**src/rtl/core/sfi_pkg.sv**
```systemverilog
// Shared types and constants for the substring first-index search unit.
`timescale 1ns / 1ps
`default_nettype none

package sfi_pkg;

   localparam int NEEDLE_W     = 64;
   localparam int NEEDLE_BYTES = NEEDLE_W / 8;
   localparam int BYTE_IDX_W   = $clog2(NEEDLE_BYTES);
   localparam int LEN_W        = 4;
   localparam int START_W      = 16;
   localparam int POS_W        = 17;
   localparam int CSR_IDX_W    = 2;

   localparam logic [CSR_IDX_W-1:0] CSR_NEEDLE_BYTES  = 2'd0;
   localparam logic [CSR_IDX_W-1:0] CSR_NEEDLE_LENGTH = 2'd1;
   localparam logic [CSR_IDX_W-1:0] CSR_START_INDEX   = 2'd2;

   typedef struct packed {
      logic [NEEDLE_W-1:0] needle;
      logic [LEN_W-1:0]    len_eff;
   } sfi_cfg_type;

   typedef struct packed {
      logic [7:0] win_byte;
      logic       equal;
   } sfi_cell_out_type;

endpackage

`default_nettype wire

```
**src/rtl/core/sfi_cell.sv**
```systemverilog
// One window cell: holds a byte of the recent-byte row and compares the incoming byte.
`timescale 1ns / 1ps
`default_nettype none

module sfi_cell
   import sfi_pkg::*;
#(
   parameter int CELL_INDEX = 0
) (
   input  wire logic             clock,
   input  wire logic             shift_en,
   input  wire logic [7:0]       shift_in,
   input  wire sfi_cfg_type      cfg,
   output      sfi_cell_out_type cell_out
);

   localparam logic [LEN_W-1:0] CELL_POS = LEN_W'(CELL_INDEX);

   logic [7:0]            byte_ff;
   logic [7:0]            byte_in;
   logic                  active;
   logic [LEN_W-1:0]      sel;
   logic [BYTE_IDX_W-1:0] sel_idx;
   logic [7:0]            want;

   // needle byte k lines up with cell len-1-k
   always_comb begin
      active  = CELL_POS < cfg.len_eff;
      sel     = cfg.len_eff - CELL_POS - LEN_W'(1);
      sel_idx = sel[BYTE_IDX_W-1:0];
      want    = cfg.needle[{sel_idx, 3'b000} +: 8];
      byte_in = shift_en ? shift_in : byte_ff;
   end

   always_ff @(posedge clock) begin
      byte_ff <= byte_in;
   end

   assign cell_out.win_byte = byte_ff;
   assign cell_out.equal    = !active || (shift_in == want);

endmodule

`default_nettype wire

```
**src/rtl/core/substring_first_index_unit.sv**
```systemverilog
// Top level of the substring first-index search unit.
//
// Streams one string byte per beat and reports, once per string, the first position at or
// after start_index where the needle (up to NEEDLE_MAX bytes) occurs in full; -1 at the final
// beat if there is none, and min(start_index, length) for an empty needle. One byte is taken
// every cycle while input is not stalled: a row of NEEDLE_MAX cells holds the recent bytes and
// compares the incoming one in parallel, and the count and start checks close in the same cycle,
// so a beat's result is written to the output register as that beat is taken. Input is stalled only
// while a result waits in that register and rsp_stall is high. Configuration writes act at once.
`timescale 1ns / 1ps
`default_nettype none

module substring_first_index_unit
   import sfi_pkg::*;
#(
   parameter int NEEDLE_MAX = 8,
   parameter int MAX_LENGTH = 65535
) (
   input  wire logic                    clock,
   input  wire logic                    reset,
   input  wire logic                    csr_write_enable,
   input  wire logic [CSR_IDX_W-1:0]    csr_index,
   input  wire logic [NEEDLE_W-1:0]     csr_write_data,
   input  wire logic                    req_valid,
   output      logic                    req_stall,
   input  wire logic [7:0]              req_char_byte,
   input  wire logic                    req_no_char,
   input  wire logic                    req_end_of_string,
   output      logic                    rsp_valid,
   input  wire logic                    rsp_stall,
   output      logic                    rsp_found,
   output      logic signed [POS_W-1:0] rsp_match_position
);

   localparam int CNT_W = $clog2(MAX_LENGTH + 1);

   logic [NEEDLE_W-1:0]     needle_ff;
   logic [LEN_W-1:0]        length_ff;
   logic [START_W-1:0]      start_ff;
   logic [CNT_W-1:0]        count_ff, count_in;
   logic                    reported_ff, reported_in;
   logic                    rsp_valid_ff, rsp_valid_in;
   logic                    rsp_found_ff, rsp_found_in;
   logic [POS_W-1:0]        rsp_pos_ff, rsp_pos_in;

   sfi_cfg_type             cfg;
   sfi_cell_out_type        cell_out [NEEDLE_MAX];
   logic [NEEDLE_MAX-1:0]   cell_eq;
   logic                    accept;
   logic                    take;
   logic [POS_W-1:0]        cnt_next;
   logic [POS_W-1:0]        len_ext;
   logic [POS_W-1:0]        start_ext;
   logic [POS_W-1:0]        hit_pos;
   logic                    hit;

   assign req_stall = rsp_valid_ff && rsp_stall;
   assign accept    = req_valid && !req_stall;
   assign take      = accept && !req_no_char && (count_ff < CNT_W'(MAX_LENGTH));

   assign cfg.needle  = needle_ff;
   assign cfg.len_eff = (length_ff > LEN_W'(NEEDLE_MAX)) ? LEN_W'(NEEDLE_MAX) : length_ff;

   for (genvar j = 0; j < NEEDLE_MAX; j++) begin : g_cell
      sfi_cell #(
         .CELL_INDEX(j)
      ) u_cell (
         .clock   (clock),
         .shift_en(take),
         .shift_in((j == 0) ? req_char_byte : cell_out[(j == 0) ? 0 : j - 1].win_byte),
         .cfg     (cfg),
         .cell_out(cell_out[j])
      );
      assign cell_eq[j] = cell_out[j].equal;
   end

   always_comb begin
      cnt_next  = POS_W'(count_ff) + POS_W'(take);
      len_ext   = POS_W'(cfg.len_eff);
      start_ext = POS_W'(start_ff);
      hit_pos   = cnt_next - len_ext;
      hit       = take && !reported_ff && (cfg.len_eff != '0) && (cnt_next >= len_ext)
                  && (hit_pos >= start_ext) && (&cell_eq);

      count_in     = count_ff;
      reported_in  = reported_ff;
      rsp_valid_in = rsp_valid_ff && rsp_stall;
      rsp_found_in = rsp_found_ff;
      rsp_pos_in   = rsp_pos_ff;

      if (accept) begin
         count_in = cnt_next[CNT_W-1:0];
         if (hit) begin
            reported_in  = 1'b1;
            rsp_valid_in = 1'b1;
            rsp_found_in = 1'b1;
            rsp_pos_in   = hit_pos;
         end else if (req_end_of_string && !reported_ff) begin
            rsp_valid_in = 1'b1;
            if (cfg.len_eff == '0) begin
               rsp_found_in = 1'b1;
               rsp_pos_in   = (start_ext < cnt_next) ? start_ext : cnt_next;
            end else begin
               rsp_found_in = 1'b0;
               rsp_pos_in   = '1;
            end
         end
         if (req_end_of_string) begin
            count_in    = '0;
            reported_in = 1'b0;
         end
      end
   end

   always_ff @(posedge clock) begin
      if (reset) begin
         needle_ff    <= '0;
         length_ff    <= '0;
         start_ff     <= '0;
         count_ff     <= '0;
         reported_ff  <= 1'b0;
         rsp_valid_ff <= 1'b0;
      end else begin
         if (csr_write_enable) begin
            unique case (csr_index)
               CSR_NEEDLE_BYTES:  needle_ff <= csr_write_data;
               CSR_NEEDLE_LENGTH: length_ff <= csr_write_data[LEN_W-1:0];
               CSR_START_INDEX:   start_ff  <= csr_write_data[START_W-1:0];
               default: ;
            endcase
         end
         count_ff     <= count_in;
         reported_ff  <= reported_in;
         rsp_valid_ff <= rsp_valid_in;
      end
      rsp_found_ff <= rsp_found_in;
      rsp_pos_ff   <= rsp_pos_in;
   end

   assign rsp_valid          = rsp_valid_ff;
   assign rsp_found          = rsp_found_ff;
   assign rsp_match_position = $signed(rsp_pos_ff);

   a_reported_has_bytes : assert property (@(posedge clock) disable iff (reset)
      reported_ff |-> count_ff != '0)
      else $error("reported flag set with empty byte count");

   a_count_bounded : assert property (@(posedge clock) disable iff (reset)
      count_ff <= CNT_W'(MAX_LENGTH))
      else $error("byte count beyond maximum length");

   a_miss_is_minus_one : assert property (@(posedge clock) disable iff (reset)
      (rsp_valid_ff && !rsp_found_ff) |-> rsp_pos_ff == '1)
      else $error("miss beat without -1 position");

   a_found_non_negative : assert property (@(posedge clock) disable iff (reset)
      (rsp_valid_ff && rsp_found_ff) |-> !rsp_pos_ff[POS_W-1])
      else $error("match beat with negative position");

   a_end_clears : assert property (@(posedge clock) disable iff (reset)
      (accept && req_end_of_string) |=> (count_ff == '0) && !reported_ff)
      else $error("string state not cleared after final beat");

endmodule

`default_nettype wire
```
**config.mk**
```make
export PLATFORM = sky130hd
export DESIGN_NAME = substring_first_index_unit
export DESIGN_NICKNAME = d
export VERILOG_FILES = /design/src/rtl/core/sfi_pkg.sv /design/src/rtl/core/sfi_cell.sv /design/src/rtl/core/substring_first_index_unit.sv
export SDC_FILE = /design/constraint.sdc
export NUM_CORES = 1
export LEC_CHECK = 0
export BUFFER_PORTS_ARGS = -buffer_cell sky130_fd_sc_hd__buf_4
export CORE_MARGIN = 2
export CORE_UTILIZATION = 30
export CTS_CLUSTER_DIAMETER = 150
export CTS_CLUSTER_SIZE = 8
export DETAILED_ROUTE_END_ITERATION = 10
export GPL_TIMING_DRIVEN = 0
export PLACE_DENSITY_LB_ADDON = 0.3
export SLEW_MARGIN = 20
export SYNTH_ARGS = -nofsm -noshare
export SYNTH_HDL_FRONTEND = slang
export SYNTH_HIERARCHICAL = 1
export SYNTH_SLANG_ARGS = --single-unit
```
**constraint.sdc**
```tcl
create_clock -name clock -period 8.2 [get_ports clock]
set_input_delay 0.82 -clock clock [delete_from_list [all_inputs] [get_ports clock]]
set_output_delay 0.82 -clock clock [all_outputs]
set_load 0.01 [all_outputs]
```
==> Yosys cells after proc, flatten, opt, wreduce, memory -nomap -nowiden <==
Index checks and enable logic that the tools add are counted.
{ "word_totals": {"register_bits": 176, "latch_bits": 0, "ramBits": 0, "romBits": 0, "inputBits": 81, "out_inout_bits": 20, "wordCells": 115, "memories": 0} }
{ "op_classes": {"add_sub_neg": 16, "mul": 0, "div_mod_pow": 0, "order_cmp": 13, "n_eq_ne": 10, "shifts": 8, "mux": 13, "bitwise": 0, "reduce_logical": 40} }
{ "ops": {"columns": ["op", "n"], "rows": [
  ["$shiftx 64x7->8", 8],
  ["$mux 17", 4],
  ["$eq 8x8->1", 8],
  ["$sub 3x1->3 const B", 8],
  ["$add 16x1->17", 1],
  ["$ge 17x16->1", 1],
  ["$ge 17x4->1", 1],
  ["$lt 16x17->1", 1],
  ["$sub 17x4->17", 1],
  ["$lt 16x16->1 const B", 1],
  ["$lt 3x4->1 const A", 4],
  ["$mux 16", 1],
  ["$sub 3x3->3 const B", 4],
  ["$logic_not 1->1", 11],
  ["$logic_and 1x1->1", 10],
  ["$reduce_and 2->1", 5],
  ["$logic_or 1x1->1", 8],
  ["$lt 1x4->1 const A", 2],
  ["$lt 2x4->1 const A", 2],
  ["$reduce_and 8->1", 1],
  ["$mux 1", 7],
  ["$sub 3x2->3 const B", 2],
  ["$gt 4x4->1 const B", 1],
  ["$logic_not 4->1", 1],
  ["6 further kinds", 7]
]} }

==> Longest topological paths before layout <==
Gate-level depths: netlist of run 1.
{ "logic_depth": {"word_depth": 12, "depth_mapped": 27, "ltp_nobuf": 24} }

==> By module <==
The synthesis of run 1 kept the hierarchy.
{ "modules_own_cells": {"columns": ["mod", "n_inst", "cells_each", "area_each_um2", "seq_area_each_um2"], "rows": [
  ["substring_first_index_unit", 1, 786, 6427.4, 2582.5],
  ["sfi_cell at g_cell[0].u_cell", 1, 58, 920.9, 240.2],
  ["sfi_cell at g_cell[5].u_cell", 1, 81, 902.1, 240.2],
  ["sfi_cell at g_cell[6].u_cell", 1, 55, 902.1, 240.2],
  ["sfi_cell at g_cell[2].u_cell", 1, 57, 898.4, 240.2],
  ["sfi_cell at g_cell[4].u_cell", 1, 57, 897.1, 240.2],
  ["sfi_cell at g_cell[3].u_cell", 1, 66, 878.3, 240.2],
  ["sfi_cell at g_cell[1].u_cell", 1, 70, 867.1, 240.2],
  ["sfi_cell at g_cell[7].u_cell", 1, 61, 844.6, 240.2]
]} }

==> Worst setup path after synthesis of run 1 <==
No wires, ideal clock.
{ "synth_timing": {"path_type": "in2reg", "startpoint": "input port rsp_stall", "endpoint": "register rsp_found_ff (netlist: rsp_found) (enable)", "setup_ns": 0.375, "arrival_time_ns": 6.820, "required_ns": 7.825, "slack_ns": 1.006, "path_stages": 22, "path_buffers": 1, "path_cell_list": "nand2_1 -> nand2_1 -> or3_1 -> inv_1 -> ha_1 -> ha_1 -> xor2_1 -> ha_1 -> nor2b_1 -> o21ai_0 -> nand3b_1 -> nand4b_4 -> or3_1 -> xor2_1 -> ha_1 -> nand3_1 -> o21ai_0 -> a21oi_1 -> nor3b_2 -> or3_1 -> buf_4 -> nand2_1"} }
{ "synth_via": {"elab_chain_cells": 12, "word_cells_on_any_way": 16, "classes_between": "add/sub (2); order compare (2); reduce/logical (12)"} }
{ "synth_lines": {"columns": ["element", "line_no", "text"], "rows": [
  ["start, declared", "substring_first_index_unit.sv:30", "input wire logic rsp_stall,"],
  ["$logic_and 1x1->1 (*)", "substring_first_index_unit.sv:57", "assign req_stall = rsp_valid_ff && rsp_stall;"],
  ["$logic_not 1->1 (*)", "substring_first_index_unit.sv:58", "assign accept = req_valid && !req_stall;"],
  ["$logic_and 1x1->1 (*)", "substring_first_index_unit.sv:58", null],
  ["$logic_and 1x1->1 (*) (2 in series)", "substring_first_index_unit.sv:59", "assign take = accept && !req_no_char && (count_ff < CNT_W'(MAX_LENGTH));"],
  ["net take", "substring_first_index_unit.sv:50", "logic take;"],
  ["$add 16x1->17 / $logic_and 1x1->1 (equally long branches)", "substring_first_index_unit.sv:78, substring_first_index_unit.sv:82", null],
  ["$sub 17x4->17 (tied with other cells)", "substring_first_index_unit.sv:81", "hit_pos = cnt_next - len_ext;"],
  ["$ge 17x16->1 / $logic_and 1x1->1 (equally long branches)", "substring_first_index_unit.sv:83, substring_first_index_unit.sv:82", null],
  ["$logic_and 1x1->1 (*) (2 in series)", "substring_first_index_unit.sv:83", "&& (hit_pos >= start_ext) && (&cell_eq);"],
  ["$reduce_bool 2->1 (no line) (*)", null, null],
  ["$reduce_and 2->1 (no line) (*)", null, null],
  ["end signal, assigned", "substring_first_index_unit.sv:136", "rsp_found_ff <= rsp_found_in;"],
  ["end, declared", "substring_first_index_unit.sv:43", "logic rsp_found_ff, rsp_found_in;"]
]} }
Mark *: on every way through the listed nets, which the timed path passes. The rest lies on a longest branch.
A chain may end at the register's enable or synchronous reset.

==> Worst setup path after layout of run 1 <==
{ "layout_timing": {"startpoint": "register count_ff[11]", "endpoint": "register rsp_found_ff (netlist: rsp_found) (enable)"} }
{ "layout_via": {"elab_chain_cells": 9, "word_cells_on_any_way": 13, "classes_between": "add/sub (2); order compare (3); reduce/logical (8)"} }
{ "layout_lines": {"columns": ["element", "line_no", "text"], "rows": [
  ["start, declared", "substring_first_index_unit.sv:40", "logic [CNT_W-1:0] count_ff, count_in;"],
  ["start signal, assigned", "substring_first_index_unit.sv:132", "count_ff <= count_in;"],
  ["$lt 16x16->1 (*)", "substring_first_index_unit.sv:59", null],
  ["$logic_and 1x1->1 (*)", "substring_first_index_unit.sv:59", null],
  ["net take", "substring_first_index_unit.sv:50", null],
  ["$add 16x1->17 / $logic_and 1x1->1 (equally long branches)", "substring_first_index_unit.sv:78, substring_first_index_unit.sv:82", null],
  ["$sub 17x4->17 (tied with other cells)", "substring_first_index_unit.sv:81", null],
  ["$ge 17x16->1 / $logic_and 1x1->1 (equally long branches)", "substring_first_index_unit.sv:83, substring_first_index_unit.sv:82", null],
  ["$logic_and 1x1->1 (*) (2 in series)", "substring_first_index_unit.sv:83", null],
  ["$reduce_bool 2->1 (no line) (*)", null, null],
  ["$reduce_and 2->1 (no line) (*)", null, null]
]} }
Marked as above.

==> out/metrics.csv, run 1 <==
stage,metric,value,unit
final_layout,fill_cells,4456,
clock_tree,cts-root-buf,clkbuf_16,
place,hpwl,35600,µm
clock_tree,post_cts_buffers,0,
synth,synthCells,1283,
floorplanning,die_x,215,µm
setup_path,cp-start-kind,flop,
detailed_routing,drt_iter0_drc,1028,
detailed_routing,wirelength,48600,µm
detailed_routing,drc_errors,0,
sta,fin_crit_sh,0.901,
final_layout,n_antenna_cell,0,
setup_path,crit_type,reg2reg,
sta,maxSlewHeadroom,0.366,
floorplanning,initial_core_util,0.302,
sta,worst_slew_pin_slew,0.951,ns
sta,max_freq,135,MHz
clock_tree,clock_latency,0.45,ns
synth,synth_area,13300,µm²
synth,yosys_warnings,6,
sta,finalHoldViolCount,0,
job,maxCapViolCount,0,
final_layout,postLayoutCoreUtil,0.350,
detailed_routing,dr.pass1.iters,7,
floorplanning,floorplan.core_area,44000,µm²
place,io_buffer_count,99,
final_layout,nets,1527,
final_layout,area_delta_synth_final,15.8,%
grt,grt_use_total,0.211,
detailed_routing,wl_per_cell,24.2,µm
floorplanning,dieArea,46000,µm²
grt,grt_max_degree,58,
final_layout,fin_area,15400,µm²
floorplanning,num_rows,77,
synth,synth_fp_nets,1408,
grt,grt_overflow,0,
floorplanning,io_pins,101,
grt,antenna_found_initial,1,
clock_tree,cts_buffer_depth,2,
detailed_routing,ant_nets,0,
sta,setup_viol,0,
setup_path,crit_path_end_kind,flop,
clock_tree,clock-sinks,176,
power,power.leakage,5.51,nW
clock_tree,cts_resized,0,
sta,min_period,7.39,ns
sta,slew_violations,0,
power,irDropWorstVdd,0.118,mV
min_path,hp-class,reg2reg,
grt,grt_pass1_vias,11100,
power,powerDensity,148,nW/µm²
clock_tree,cts_buffers,17,
sta,skew,0.0169,ns
final_layout,drive_above_1_share,0.199,
clock_tree,cts_hold_buf,0,
synth,avgSynthCellArea,10.4,µm²
setup_path,cp.required,8.20,ns
grt,grt_first_pass_wirelength,71900,µm
setup_path,worstPathMaxFanout,57,
place,globalplace.congestion,0.928,
detailed_routing,via_per_inst,5.65,
clock_tree,clk_pin_slew,0.07,ns
sta,rsz0062_at_grt,no,
setup_path,cp.arrival,7.39,ns
status,outcome,finished clean,
clock_tree,htreeDepth,4,
place,post_dp_cell_area,14800,µm²
clock_tree,cts_tree,yes,
floorplanning,dieHeight,215,µm
detailed_routing,dr_total_vias,11300,
cells in the final DEF (no fill, tap or decap), types with 7 or more instances in the layout:
| cell type | instances |
|---|---|
| nor4_1 | 19 |
| o22ai_1 | 13 |
| mux2_2 | 8 |
| nand3_1 | 16 |
| ha_1 | 43 |
| nor2_1 | 73 |
| buf_2 | 16 |
| edfxtp_1 | 74 |
| buf_4 | 110 |
| clkbuf_1 | 42 |
| mux4_2 | 60 |
| o31ai_1 | 7 |
| nor3_1 | 15 |
| nand3b_1 | 8 |
| nand2_1 | 192 |
| a221oi_1 | 9 |
| nor2b_1 | 10 |
| inv_1 | 35 |
| xnor2_1 | 21 |
| mux2i_1 | 72 |
| mux4_1 | 39 |
| nand2b_1 | 16 |
| a22oi_1 | 12 |
| a21oi_1 | 116 |
| nand4_1 | 15 |
| buf_6 | 13 |
| clkbuf_16 | 20 |
| dfxtp_1 | 102 |
| o21ai_0 | 19 |
| xor2_1 | 93 |
path summary, 6_finish.rpt:
kind,start,to,slack [ns],depth (start not counted)
worst max-delay path,count_ff[11]$_SDFFE_PP0N_,rsp_found$_SDFFCE_PP1P_,0.81,25
worst min-delay path,g_cell[0].u_cell/byte_ff[1]$_DFFE_PP_,g_cell[1].u_cell/byte_ff[1]$_DFFE_PP_,0.48,0
worst max register to register,count_ff[11]$_SDFFE_PP0N_,rsp_found$_SDFFCE_PP1P_,0.81,25
worst min register to register,g_cell[0].u_cell/byte_ff[1]$_DFFE_PP_,g_cell[1].u_cell/byte_ff[1]$_DFFE_PP_,0.48,0
worst max-delay path: stages, from the launching register on:
cell and delay [ns]:
dfxtp_1 0.30, buf_2 0.16, nand4_1 0.15, or3_1 0.18, nor3_1 0.06, or3_1 0.42, inv_4 0.54, ha_1 0.37
ha_1 0.29, xor2_1 0.31, ha_1 0.35, nor2b_1 0.15, o21ai_0 0.31, nand3b_1 0.21, nand4b_4 0.29, or3_1 0.45
xor2_1 0.17, ha_1 0.33, a21o_1 0.16, a21oi_1 0.13, o21ai_0 0.10, a21oi_1 0.21, nor3b_2 0.37, or3_1 0.17
buf_4 0.19, nand2_1 0.52
per-layer routing:
metal / part of all wire / GRT usage / up-vias
li1: - / - / 5055
met1: 0.39 / 0.255 / 5547
met2: 0.49 / 0.361 / 592
met3: 0.082 / 0.0441 / 135
met4: 0.044 / 0.0917 / 2
met5: 0.00027 / 0 / -
through the flow:
stage / TNS (ns) / worst slack, ns / hold slack, ns / instances / total power (W)
3_3_place_gp: -10.12 / -0.553 / 0.463 / 1974 / 0.00146
6_report: 0 / 0.810 / 0.481 / 2007 / 0.00228
5_1_grt: 0 / 0.145 / 0.491 / 2007 / 0.00236
3_5_place_dp: 0 / 0.332 / 0.466 / 1975 / 0.00147
4_1_cts: 0 / 0.723 / 0.488 / 2007 / 0.00229
2_1_floorplan: 0 / 1.18 / 0.435 / 1283 / 0.00129
layout make-up:
cell class,instances,area (µm²),area share
tap,592,741,0.0481
buffer,85,568,0.0369
sequential,176,4260,0.277
clock buffer,22,508,0.0330
clock inverter,10,88.8,0.00577
multi-input combinational,983,8330,0.541
timing repair buffer,100,748,0.0486
inverter,39,149,0.00967
sequential cells by signal, summed over array words and instances, names as in the netlist:
| register | count |
|---|---|
| count_ff | 16 |
| g_cell.u_cell/byte_ff | 56 |
| length_ff | 4 |
| needle_ff | 64 |
| reported_ff | 1 |
| rsp_found | 1 |
| rsp_match_position | 17 |
| rsp_valid | 1 |
| start_ff | 16 |
where the power goes:
group	internal, W	total, W	switching [W]
combinational	0.000194	0.000434	0.000240
clock	0.000450	0.000825	0.000375
sequential	0.000955	0.00102	0.0000655
(Power assumes the default switching activity.)
==> inputs of run 2 (changes only) <==
--- a/config.mk
+++ b/config.mk
@@ -6,7 +6,7 @@
 export NUM_CORES = 1
 export LEC_CHECK = 0
 export BUFFER_PORTS_ARGS = -buffer_cell sky130_fd_sc_hd__buf_4
-export CORE_MARGIN = 2
+export CORE_MARGIN = 1.5
 export CORE_UTILIZATION = 30
 export CTS_CLUSTER_DIAMETER = 150
 export CTS_CLUSTER_SIZE = 8
==> run 2 against run 1 <==
Total power increased by 1.8%. Register-to-register slack is essentially flat. Setup slack about the same. Clock power rose by 4.8%. First-iteration DRC count rose by 36%. Largest power group unchanged. Cell count decreased by 0.35%. Count of clock-buffer cells in the layout fell by 4. Sequential power about the same. Design area is essentially flat. Wire length up 0.26%. Fmax hardly changed.
==> out/metrics.csv, run 2 (same netlist as run 1, synthesis figures left out) <==
stage,metric,value,unit
grt,grt_use_total,0.216,
clock_tree,cts_hold_buf,0,
detailed_routing,wl_per_cell,24.4,µm
power,powerDensity,151,nW/µm²
clock_tree,post_cts_buffers,0,
setup_path,timing.rr.end,rsp_match_position[11]$_DFFE_PP_,
setup_path,crit_path_end_kind,flop,
setup_path,slowest_stage,nand2_1,
sta,setup_viol,0,
place,io_buffer_count,99,
clock_tree,clock-sinks,176,
detailed_routing,via_per_inst,5.68,
min_path,hold_end,g_cell[5].u_cell/byte_ff[0]$_DFFE_PP_,
setup_path,cp_top_family,simple AND/OR/NAND/NOR gates,
job,maxCapViolCount,0,
grt,grt_first_pass_wirelength,71200,µm
setup_path,crit_type,reg2reg,
sta,finalHoldViolCount,0,
floorplanning,dieArea,45600,µm²
place,hpwl,35400,µm
clock_tree,cts_tree,yes,
power,irDropWorstVdd,0.133,mV
floorplanning,num_rows,76,
clock_tree,clk_pin_slew,0.07,ns
grt,grt_max_degree,58,
sta,slew_violations,0,
clock_tree,cts_buffer_depth,2,
final_layout,drive_above_1_share,0.200,
status,outcome,finished clean,
sta,maxSlewHeadroom,0.404,
detailed_routing,dr_total_vias,11400,
setup_path,cp-start-kind,flop,
detailed_routing,dr.pass1.iters,5,
clock_tree,cts_resized,0,
setup_path,slowest_delay,0.54,ns
setup_path,rrSetupSlack,0.81,ns
sta,worst_slew_pin_slew,0.893,ns
detailed_routing,ant_nets,0,
sta,max_freq,135,MHz
clock_tree,clock_latency,0.46,ns
final_layout,largest-register,needle_ff,
floorplanning,floorplan.core_area,43400,µm²
sta,min_period,7.39,ns
grt,grt_overflow,0,
min_path,hold_path_depth,0,
floorplanning,dieHeight,214,µm
grt,grt_pass1_vias,10900,
final_layout,postLayoutCoreUtil,0.355,
final_layout,fill_cells,4416,
power,power.leakage,5.52,nW
floorplanning,initial_core_util,0.307,
setup_path,cp.arrival,7.39,ns
setup_path,reg2reg_from,count_ff[11]$_SDFFE_PP0N_,
final_layout,final_common_cell,nand2_1,
min_path,min-delay-start,g_cell[4].u_cell/byte_ff[0]$_DFFE_PP_,
detailed_routing,wirelength,48700,µm
detailed_routing,drc_errors,0,
final_layout,area_delta_synth_final,15.8,%
place,globalplace.congestion,0.920,
grt,antenna_found_initial,0,
floorplanning,io_pins,101,
setup_path,worstPathMaxFanout,57,
final_layout,final_cell_mix,"nand2_1 (192), a21oi_1 (116), buf_4 (110), dfxtp_1 (102), xor2_1 (93)",
sta,fin_crit_sh,0.901,
final_layout,nets,1527,
sta,rsz0062_at_grt,no,
min_path,hp-class,reg2reg,
sta,skew,0.0172,ns
final_layout,n_antenna_cell,0,
setup_path,critPathBufInv,3,
clock_tree,htreeDepth,4,
setup_path,r2r_cells,25,
detailed_routing,drt_iter0_drc,1394,
clock_tree,cts-root-buf,clkbuf_16,
final_layout,largest_register_ffs,64,
clock_tree,cts_buffers,17,
floorplanning,die_x,214,µm
setup_path,cp.required,8.20,ns
sta,finalSetupTns,0,ns
-- run 2: per-layer routing --
| layer | wire (µm) | up-vias | track usage |
|---|---|---|---|
| li1 | - | 5060 | - |
| met1 | 19700 | 5551 | 0.278 |
| met2 | 22800 | 630 | 0.353 |
| met3 | 4270 | 119 | 0.0466 |
| met4 | 1920 | 0 | 0.0906 |
| met5 | 0 | - | 0 |
-- run 2: power breakdown --
group | switching (W) | internal [W] | total (W)
Combinational | 0.000239 | 0.000194 | 0.000433
Clock | 0.000395 | 0.000470 | 0.000865
Sequential | 0.0000669 | 0.000955 | 0.00102
Total | 0.000701 | 0.00162 | 0.00232
-- run 2: metrics by stage --
stage	std cells	setup WS (ns)	area, µm²	power (W)	hold slack [ns]
after floorplan	1283	1.18	13300	0.00129	0.435
after global routing	2000	0.243	15400	0.00240	0.493
after global placement	1967	-0.584	14800	0.00146	0.453
after CTS	2000	0.796	15400	0.00232	0.480
final	2000	0.810	15400	0.00232	0.478
after detailed placement	1968	0.434	14800	0.00147	0.461
-- run 2: area by class of cell --
| class | instances | area (µm²) | area share |
|---|---|---|---|
| multi-input combinational | 983 | 8330 | 0.541 |
| sequential | 176 | 4260 | 0.277 |
| buffer | 85 | 568 | 0.0369 |
| timing repair buffer | 100 | 748 | 0.0486 |
| tap | 585 | 732 | 0.0475 |
| clock inverter | 14 | 170 | 0.0110 |
| inverter | 39 | 149 | 0.00967 |
| clock buffer | 18 | 439 | 0.0285 |
-- run 2: worst max-delay path by stage --
stage,start,endpoint,cells after the start
after CTS,count_ff[5]$_SDFFE_PP0N_,rsp_match_position[6]$_DFFE_PP_,24
final,count_ff[11]$_SDFFE_PP0N_,rsp_match_position[11]$_DFFE_PP_,25
after global routing,count_ff[5]$_SDFFE_PP0N_,rsp_match_position[9]$_DFFE_PP_,24
after floorplan,rsp_stall,rsp_found$_SDFFCE_PP1P_,22
after global placement,rsp_stall,rsp_match_position[6]$_DFFE_PP_,24
after detailed placement,rsp_stall,rsp_match_position[6]$_DFFE_PP_,24
